--- config.mk ---
export PLATFORM = sky130hd
export DESIGN_NAME = gra_fit_unit
export DESIGN_NICKNAME = d
export VERILOG_FILES = /design/src/rtl/gra_pkg.sv /design/src/rtl/gra_fit_unit.sv
export SDC_FILE = /design/constraint.sdc
export NUM_CORES = 1
export LEC_CHECK = 0
export BUFFER_PORTS_ARGS = -buffer_cell sky130_fd_sc_hd__buf_2
export CAP_MARGIN = 20
export CORE_MARGIN = 2
export CORE_UTILIZATION = 40
export CTS_BUF_LIST = sky130_fd_sc_hd__clkbuf_8
export CTS_CLUSTER_SIZE = 14
export DETAILED_ROUTE_END_ITERATION = 8
export MAX_ROUTING_LAYER = met4
export SYNTH_ARGS = -nofsm -noshare
export SYNTH_HDL_FRONTEND = slang
export SYNTH_SLANG_ARGS = --single-unit
export TNS_END_PERCENT = 30
--- constraint.sdc ---
create_clock -name clk -period 38.8 [get_ports clk]
set_clock_uncertainty 0.05 [all_clocks]
set_input_delay 11.64 -clock clk [delete_from_list [all_inputs] [get_ports clk]]
set_output_delay 11.64 -clock clk [all_outputs]
set_load 0.02 [all_outputs]
--- src/rtl/gra_pkg.sv ---
// Shared types and constants for the guillotine rectangle allocator.
package gra_pkg;

  localparam int FIELD_W     = 16;
  localparam int IN_TDATA_W  = 32;
  localparam int OUT_TDATA_W = 40;
  localparam int CFG_ADDR_W  = 2;
  localparam int CFG_DATA_W  = 16;
  localparam int STATUS_W    = 2;

  localparam logic [CFG_ADDR_W-1:0] CFG_BIN_WIDTH  = 2'd0;
  localparam logic [CFG_ADDR_W-1:0] CFG_BIN_HEIGHT = 2'd1;
  localparam logic [CFG_ADDR_W-1:0] CFG_ROTATE_EN  = 2'd2;

  localparam logic ACT_CLEAR = 1'b0;
  localparam logic ACT_PLACE = 1'b1;

  localparam logic [STATUS_W-1:0] ST_OK    = 2'd0;
  localparam logic [STATUS_W-1:0] ST_NOFIT = 2'd1;
  localparam logic [STATUS_W-1:0] ST_FULL  = 2'd2;

  typedef struct packed {
    logic found;
    logic rot;
  } fit_flags_t;

endpackage

--- src/rtl/gra_fit_unit.sv ---
// Shared fit compare unit: tracks the best unrotated and rotated fit over a scan.
module gra_fit_unit
  import gra_pkg::*;
#(
  parameter int CB    = 16,
  parameter int IDX_W = 6
) (
  input  logic                 clk,
  input  logic                 rst_n,
  input  logic                 clr,
  input  logic                 ent_vld,
  input  logic [IDX_W-1:0]     ent_idx,
  input  logic [4*CB-1:0]      ent_rect,
  input  logic [FIELD_W-1:0]   req_w,
  input  logic [FIELD_W-1:0]   req_h,
  input  logic                 rot_en,
  output fit_flags_t           sel_flags,
  output logic [IDX_W-1:0]     sel_idx,
  output logic [4*CB-1:0]      sel_rect
);

  logic [CB-1:0]      ex, ey;
  logic [FIELD_W-1:0] ew16, eh16;
  logic               fit0, fit1, better0, better1;

  logic               f0_r, f1_r;
  logic [IDX_W-1:0]   i0_r, i1_r;
  logic [4*CB-1:0]    r0_r, r1_r;
  logic [CB-1:0]      x0, y0, x1, y1;
  logic               rot;

  assign ex   = ent_rect[CB-1:0];
  assign ey   = ent_rect[2*CB-1:CB];
  assign ew16 = FIELD_W'(ent_rect[3*CB-1:2*CB]);
  assign eh16 = FIELD_W'(ent_rect[4*CB-1:3*CB]);

  assign x0 = r0_r[CB-1:0];
  assign y0 = r0_r[2*CB-1:CB];
  assign x1 = r1_r[CB-1:0];
  assign y1 = r1_r[2*CB-1:CB];

  assign fit0    = (ew16 >= req_w) && (eh16 >= req_h);
  assign fit1    = rot_en && (ew16 >= req_h) && (eh16 >= req_w);
  assign better0 = !f0_r || (ey < y0) || ((ey == y0) && (ex < x0));
  assign better1 = !f1_r || (ey < y1) || ((ey == y1) && (ex < x1));

  always_ff @(posedge clk) begin
    if (!rst_n || clr) begin
      f0_r <= 1'b0;
      f1_r <= 1'b0;
    end else if (ent_vld) begin
      if (fit0 && better0) begin
        f0_r <= 1'b1;
      end
      if (fit1 && better1) begin
        f1_r <= 1'b1;
      end
    end
  end

  always_ff @(posedge clk) begin
    if (ent_vld && fit0 && better0) begin
      i0_r <= ent_idx;
      r0_r <= ent_rect;
    end
    if (ent_vld && fit1 && better1) begin
      i1_r <= ent_idx;
      r1_r <= ent_rect;
    end
  end

  always_comb begin
    if (!f0_r) begin
      rot = 1'b1;
    end else if (f1_r) begin
      rot = (y1 < y0) || ((y1 == y0) && (x1 < x0)) ||
            ((y1 == y0) && (x1 == x0) && (i1_r < i0_r));
    end else begin
      rot = 1'b0;
    end
  end

  assign sel_flags.found = f0_r || f1_r;
  assign sel_flags.rot   = rot;
  assign sel_idx         = rot ? i1_r : i0_r;
  assign sel_rect        = rot ? r1_r : r0_r;

endmodule

; ---- Word level (Yosys, flattened, before mapping)
; Cells that the tools add are included.
[totals]
register_bits = 142
in_bits = 107
[classes]
n_eq_ne = 4
magnitude_cmp = 11
n_reduce_logical = 27
mux = 4
[ops]
columns = op, n
row1 = $lt A16 B16 Y1, 6
row2 = $eq A16 B16 Y1, 4
row3 = $ge A16 B16 Y1, 4
row4 = $mux W64, 1
row5 = $logic_and A1 B1 Y1, 14
row6 = $logic_or A1 B1 Y1, 8
row7 = $lt A6 B6 Y1, 1
row8 = $mux W6, 1
row9 = $reduce_and A2 Y1, 2
row10 = $logic_not A1 Y1, 3
row11 = $mux W1, 2

; ---- Depth between registers and ports, before layout
; Gate-level depths: netlist of the first run.
[logic_depth]
depth_word = 7
depth_mapped = 12

; ---- Least setup slack after synthesis of the first run
; Ideal clock, no wire load.
[synth_path]
path_type = in2reg
start = input port ent_rect[32]
end = register i1_r[0] (enable)
cell_stages = 8
path_slack_ps = 14216
t_arrival_ps = 23664
setup_ps = 870
t_required_ps = 37880
path_cell_list = inv_1 > ha_1 > nand2b_1 > a21o_1 > a2111oi_0 > o31a_1 > o31a_1 > a2111oi_0
[synth_between]
elab_chain_cells = 5
[synth_lines]
columns = element, line
row1 = start: declaration, gra_fit_unit.sv:13  ; input logic [4*CB-1:0] ent_rect,
row2 = $ge A16 B16 Y1, gra_fit_unit.sv:43  ; assign fit1 = rot_en && (ew16 >= req_h) && (eh16 >= req_w);
row3 = $logic_and A1 B1 Y1 (2 in a row), gra_fit_unit.sv:43
row4 = $logic_and A1 B1 Y1 (2 in a row), gra_fit_unit.sv:66  ; if (ent_vld && fit1 && better1) begin
row5 = end signal: assignment, gra_fit_unit.sv:67  ; i1_r <= ent_idx;
row6 = end: declaration, gra_fit_unit.sv:27  ; logic [IDX_W-1:0] i0_r, i1_r;
; Every way passes these cells.
; A chain may end at the register's enable or synchronous reset.

; ---- Final worst setup path of the first run
[layout_path]
start = register r1_r[27]
end = output port sel_rect[30]
[layout_between]
elab_chain_cells = 7
elab_cells_between_ends = 10
[layout_lines]
columns = element, line
row1 = start: declaration, gra_fit_unit.sv:28  ; logic [4*CB-1:0] r0_r, r1_r;
row2 = start signal: assignment, gra_fit_unit.sv:68  ; r1_r <= ent_rect;
row3 = branches (longest 3 deep; another with $lt A16 B16 Y1), -
row4 = $logic_or A1 B1 Y1 *, gra_fit_unit.sv:76  ; rot = (y1 < y0) || ((y1 == y0) && (x1 < x0)) ||
row5 = $mux W1 *, gra_fit_unit.sv:75  ; end else if (f1_r) begin
row6 = $mux W1 *, gra_fit_unit.sv:73  ; if (!f0_r) begin
row7 = $mux W64 *, gra_fit_unit.sv:86  ; assign sel_rect = rot ? r1_r : r0_r;
row8 = end: declaration, gra_fit_unit.sv:19  ; output logic [4*CB-1:0] sel_rect
; Every way passes the cells marked *.

==> results of run 1 <==
per-stage QoR:
stage / cells / power (W) / hold slack [ns] / util [%]
6_report: 1634 / 0.000382 / 0.979 / 46.5
3_5_place_dp: 1597 / 0.000256 / 0.992 / 44.9
4_1_cts: 1629 / 0.000385 / 0.999 / 46.4
5_1_grt: 1634 / 0.000400 / 1.07 / 46.5
3_3_place_gp: 1597 / 0.000255 / 0.991 / 44.9
2_1_floorplan: 1132 / 0.000229 / 0.730 / -
area by class of cell:
cell class                 count  area, sq um
antenna                        5         12.5
clock buffer                  17          234
clock inverter                15          186
fill                        2608        14400
inverter                     104          390
multi-input combinational    820         6010
sequential                   142         4250
tap                          341          427
timing repair buffer         190          981
synth_stat cells (all sizes together), types with 6 or more instances:
master and n:
a2111oi 6, a211oi 11, a21o 25, a21oi 41, a222oi 38, a31oi 34
and2 38, buf 19, clkbuf 47, edfxtp 140, ha 163, inv 104
nand2 128, nand3 110, nand4 22, nor2 14, nor2b 12, nor3 6
o211ai 8, o21ai 55, or3 35, or4 36
state kept, by name, indices dropped and copies added (netlist names):
register	count
r0_r	64
r1_r	64
i0_r	6
i1_r	6
f0_r	1
f1_r	1
worst paths after layout:
| path | slack, ns | startpoint | endpoint | cells past startpoint |
|---|---|---|---|---|
| max | 23.33 | r1_r[27]$_DFFE_PP_ | sel_rect[30] | 9 |
| min | 0.98 | f0_r$_SDFFE_PP0P_ | f0_r$_SDFFE_PP0P_ | 3 |
| max reg2reg | 35.35 | r1_r[14]$_DFFE_PP_ | r1_r[39]$_DFFE_PP_ | 8 |
| min reg2reg | 0.98 | f0_r$_SDFFE_PP0P_ | f0_r$_SDFFE_PP0P_ | 3 |
worst register-to-register path, stage by stage (launching register included):
cell and delay, ns:
edfxtp_1 0.48, inv_1 0.12, ha_1 0.25, a21o_1 0.18
a2111oi_0 0.60, o2111ai_1 0.21, a32o_1 0.28, a2111oi_2 0.34
buf_4 0.54
logic make-up (layout without fill, tap and decap cells):
kind of cell	after synthesis	count (layout)	share of synthesized area (%)
simple gates	417	417	20.9
compound gates	240	240	15.1
buf+inv	170	326	6.53
fa+ha+maj	163	163	18.7
flops	142	142	38.8
other cells	0	5	0
metal layers:
layer	global-route usage, %	vias up	share of wire, %
met1	29.4	4513	45
li1	-	4608	-
met4	7.40	0	2.3
met3	4.78	37	7.1
met2	36.1	329	46
met5	-	-	0
power by group through the flow:
stage | clock network (W) | registers (W) | logic [W]
after floorplan | 0 | 0.000184 | 0.0000449
after global placement | 0 | 0.000184 | 0.0000713
after detailed placement | 0 | 0.000184 | 0.0000723
after CTS | 0.000132 | 0.000180 | 0.0000728
after global routing | 0.000137 | 0.000181 | 0.0000819
final | 0.000129 | 0.000181 | 0.0000725
placed cells by master, fill, tap and decap left out, types with 34 or more instances in the layout:
cell type | synthesis | routed
buf_2 | 9 | 178
ha_1 | 163 | 163
edfxtp_1 | 140 | 140
nand2_1 | 128 | 128
inv_1 | 104 | 103
nand3_1 | 90 | 90
o21ai_0 | 54 | 54
a21oi_1 | 41 | 41
and2_1 | 38 | 38
a222oi_1 | 38 | 38
or4_1 | 36 | 36
or3_1 | 35 | 35
a31oi_1 | 34 | 34
==> reports/summary.txt, run 1 <==
CTS H-tree depth - 4
NetSw - 0.000114 W
Post-synth EDFFs - 140
drt drc - 0
largest net degree at the start of global routing - 108
synthesized area - 10900 sq um
first-pass GRT wire length - 49700 microns
most frequent CP cell - nand3_1
hpwl dp - 22400 microns
Worst Tran Pin Value - 1.11 ns
Slowest-stage cell, CP - buf_4
height of the die - 169 microns
design area - 12500 sq um
share of total power in sequential cells - 47.3%
WL final - 32000 microns
hold crit path type - reg2reg
antenna violations before repair - 5
cell chain of the critical path - ha_1 > nand4_1 > nor4_2 > o211ai_1 > o41ai_4 > buf_4 > nand3_1 > nand3_1 > buf_2
Max Root-Sink Buffers - 2
Logic pwr share - 19.0%
PortBufs - 178
Setup Crit Path Kind - reg2out
core area - 26900 sq um
Resized cells post-CTS - 0
clock root cell - clkbuf_8
CTS tree - done
fraction of layout cells with a size suffix above 1 - 19.6%
Setup Fix Bufs, Post-CTS - 0
critical-path maximum fanout - 77
WL per Instance - 19.6 microns
Synth top area share - 38.5%
Die X - 169 microns
run status - complete, no violations
maximum vdd drop - 0.0171 mV
vias - 9487
P&R area growth vs syn - 14.3%
nets - 1545
Critical Path End Type - output port
Synthesis Warnings - 0
Cell Pwr Density - 30.6 nW/um^2
Final WS setup - 23.33 ns
drt pass-1 iters - 8
Row Count - 60
CP arrival - 3.78 ns
Leakage Power - 5.18 nW
Vias/cell - 5.81
vias in the first global route - 9205
Die Area - 28700 sq um
Buf/Inv on CP - 2
normalized max-slew margin - 25.7%
Cells after Synth - 1132
area leader, netlist - edfxtp_1
dpl ws - 23.87 ns
clock power share - 33.7%
critical path data required time - 27.11 ns
IO Count - 179
crit-path leading delay family - simple AND/OR/NAND/NOR gates
Setup violations, final - 0
CTS Buf Count - 17
crit-path max cell delay - 0.66 ns
Switching Fraction - 29.9%
# hold bufs at CTS - 0
max-cap violation count - 0
Max Slew Vio Count - 0
syn nets - 1402
GRT Overall Usage - 22.8%
Cell Area, Placed - 12100 sq um
post-layout min period - 15.47 ns
# clock sinks - 142
Internal Power - 0.000268 W
RSZ-0062 raised after global routing - false
register bit total from synthesis - 142
Primary FF master, synth - edfxtp_1
syn_area_per_cell - 9.65 sq um
Max Clk Rate - 64.6 MHz
post-route ant nets - 0
Final Hold Viols - 0
DRT iter0 DRCs - 926
CP Launch Type - flip-flop
total congestion overflow - 0
post-synthesis async set-or-reset flop share - 0%
sum of negative setup slack - 0 ns
clk_lat worst skew - 0.45 ns
period utilization - 39.9%
top post-synthesis cells by area - edfxtp_1, ha_1, nand2_1, nand3_1, inv_1
Clock transition at path regs - 0.09 ns
Initial Util - 40.7%
register area share after synthesis - 38.8%
gpl congestion - 0.862
Yosys cell types - 50
(Power assumes the default switching activity.)
==> run 2: changes to the inputs <==
==> constraint.sdc (replaced) <==
create_clock -name clk -period 16.1 [get_ports clk]
set_clock_uncertainty 0.05 [all_clocks]
set_input_delay 4.83 -clock clk [delete_from_list [all_inputs] [get_ports clk]]
set_output_delay 4.83 -clock clk [all_outputs]
set_load 0.02 [all_outputs]
==> reports/summary.txt, run 2 (same netlist as run 1, synthesis figures left out) <==
CP arrival - 3.72 ns
post-layout min period - 8.60 ns
antenna violations before repair - 1
WL per Instance - 19.2 microns
GRT Overall Usage - 22.4%
Max Slew Vio Count - 0
normalized max-slew margin - 27.6%
total congestion overflow - 0
Die X - 169 microns
most frequent cells in the layout - buf_2, ha_1, edfxtp_1
Register Area - 4250 sq um
CTS H-tree depth - 4
Max Clk Rate - 116 MHz
Fillers - 2581
clock root cell - clkbuf_8
CTS Buf Count - 17
critical path data required time - 11.22 ns
Setup Fix Bufs, Post-CTS - 0
Clock transition at path regs - 0.09 ns
Initial Util - 40.7%
Worst Tran Pin Value - 1.09 ns
design area - 12400 sq um
vias - 9413
drt drc - 0
CP Launch Type - flip-flop
post-route ant nets - 0
Max Root-Sink Buffers - 2
PortBufs - 178
period utilization - 53.4%
core area - 26900 sq um
clk_lat worst skew - 0.46 ns
most common cell after layout, fill and taps aside - buf_2
IO Count - 179
Multi-input gate area - 6010 sq um
# hold bufs at CTS - 0
hpwl dp - 21800 microns
Setup Crit Path Kind - reg2out
Cell Area, Placed - 12100 sq um
DRT iter0 DRCs - 850
Critical Path End Type - output port
fraction of layout cells with a size suffix above 1 - 19.6%
Resized cells post-CTS - 0
vias in the first global route - 9261
max-cap violation count - 0
height of the die - 169 microns
Setup violations, final - 0
Leakage Power - 5.16 nW
Cell Pwr Density - 72.1 nW/um^2
top flop regs - r0_r (64), r1_r (64)
Final Hold Viols - 0
WL final - 31300 microns
hold crit path type - reg2reg
largest net degree at the start of global routing - 111
maximum vdd drop - 0.0441 mV
run status - complete, no violations
# clock sinks - 142
first-pass GRT wire length - 48800 microns
Die Area - 28700 sq um
P&R area growth vs syn - 13.8%
RSZ-0062 raised after global routing - false
nets - 1545
drt pass-1 iters - 8
CTS tree - done
critical-path maximum fanout - 110
Vias/cell - 5.77
fin util - 46.3%
gpl congestion - 0.856
Row Count - 60
-- run 2: cell types whose count changed in the layout (fill, tap and decap cells not counted), sizes merged --
cell	change
inv	+7
clkinv	-4
bufinv	-3
diode	-4
-- run 2: metal layers --
layer  track usage (%)  vias to the layer above  share of wire, %
met5                 -                        -                 0
met4              5.87                        0               1.7
met3              4.52                       30               5.6
li1                  -                     4591                 -
met2              36.8                      287                47
met1              28.2                     4505                46
-- run 2: final timing paths --
check | startpoint | to | cells past startpoint | slack, ns
min | f1_r$_SDFFE_PP0P_ | f1_r$_SDFFE_PP0P_ | 2 | 0.73
min reg2reg | f1_r$_SDFFE_PP0P_ | f1_r$_SDFFE_PP0P_ | 2 | 0.73
max reg2reg | r1_r[14]$_DFFE_PP_ | r1_r[34]$_DFFE_PP_ | 8 | 12.74
max | r1_r[27]$_DFFE_PP_ | sel_rect[6] | 8 | 7.50
-- run 2: layout make-up --
cell class	count	share of cell area [%]
Sequential cell	142	34.2
Tap cell	341	3.43
Inverter	104	3.14
Clock buffer	17	1.88
Clock inverter	15	1.15
Multi-Input combinational cell	820	48.3
Timing Repair Buffer	190	7.89
Antenna cell	1	0.0201
-- run 2: critical path, stage by stage (launching register included) --
cell	delay (ns)
edfxtp_1	0.45
ha_1	0.35
nand4_1	0.21
a2111oi_0	0.78
nor4_4	0.08
buf_4	0.44
or4_1	0.61
nand3_1	0.09
buf_2	0.17
-- run 2: through the flow --
step                worst slack [ns]  hold slack (ns)  TNS, ns  instances  power (W)
floorplan                      -1.66            0.730  -116.53       1132   0.000552
global placement                8.10            0.734        0       1597   0.000615
detailed placement              7.97            0.735        0       1597   0.000618
CTS                             7.44            0.750        0       1629   0.000903
global route                    7.19            0.812        0       1630   0.000941
finish                          7.50            0.729        0       1630   0.000896
-- run 2: power by group --
part           switching, W  internal [W]  total (W)
Clock              0.000170      0.000116   0.000286
Sequential        0.0000107      0.000424   0.000435
Combinational      0.000110     0.0000654   0.000175
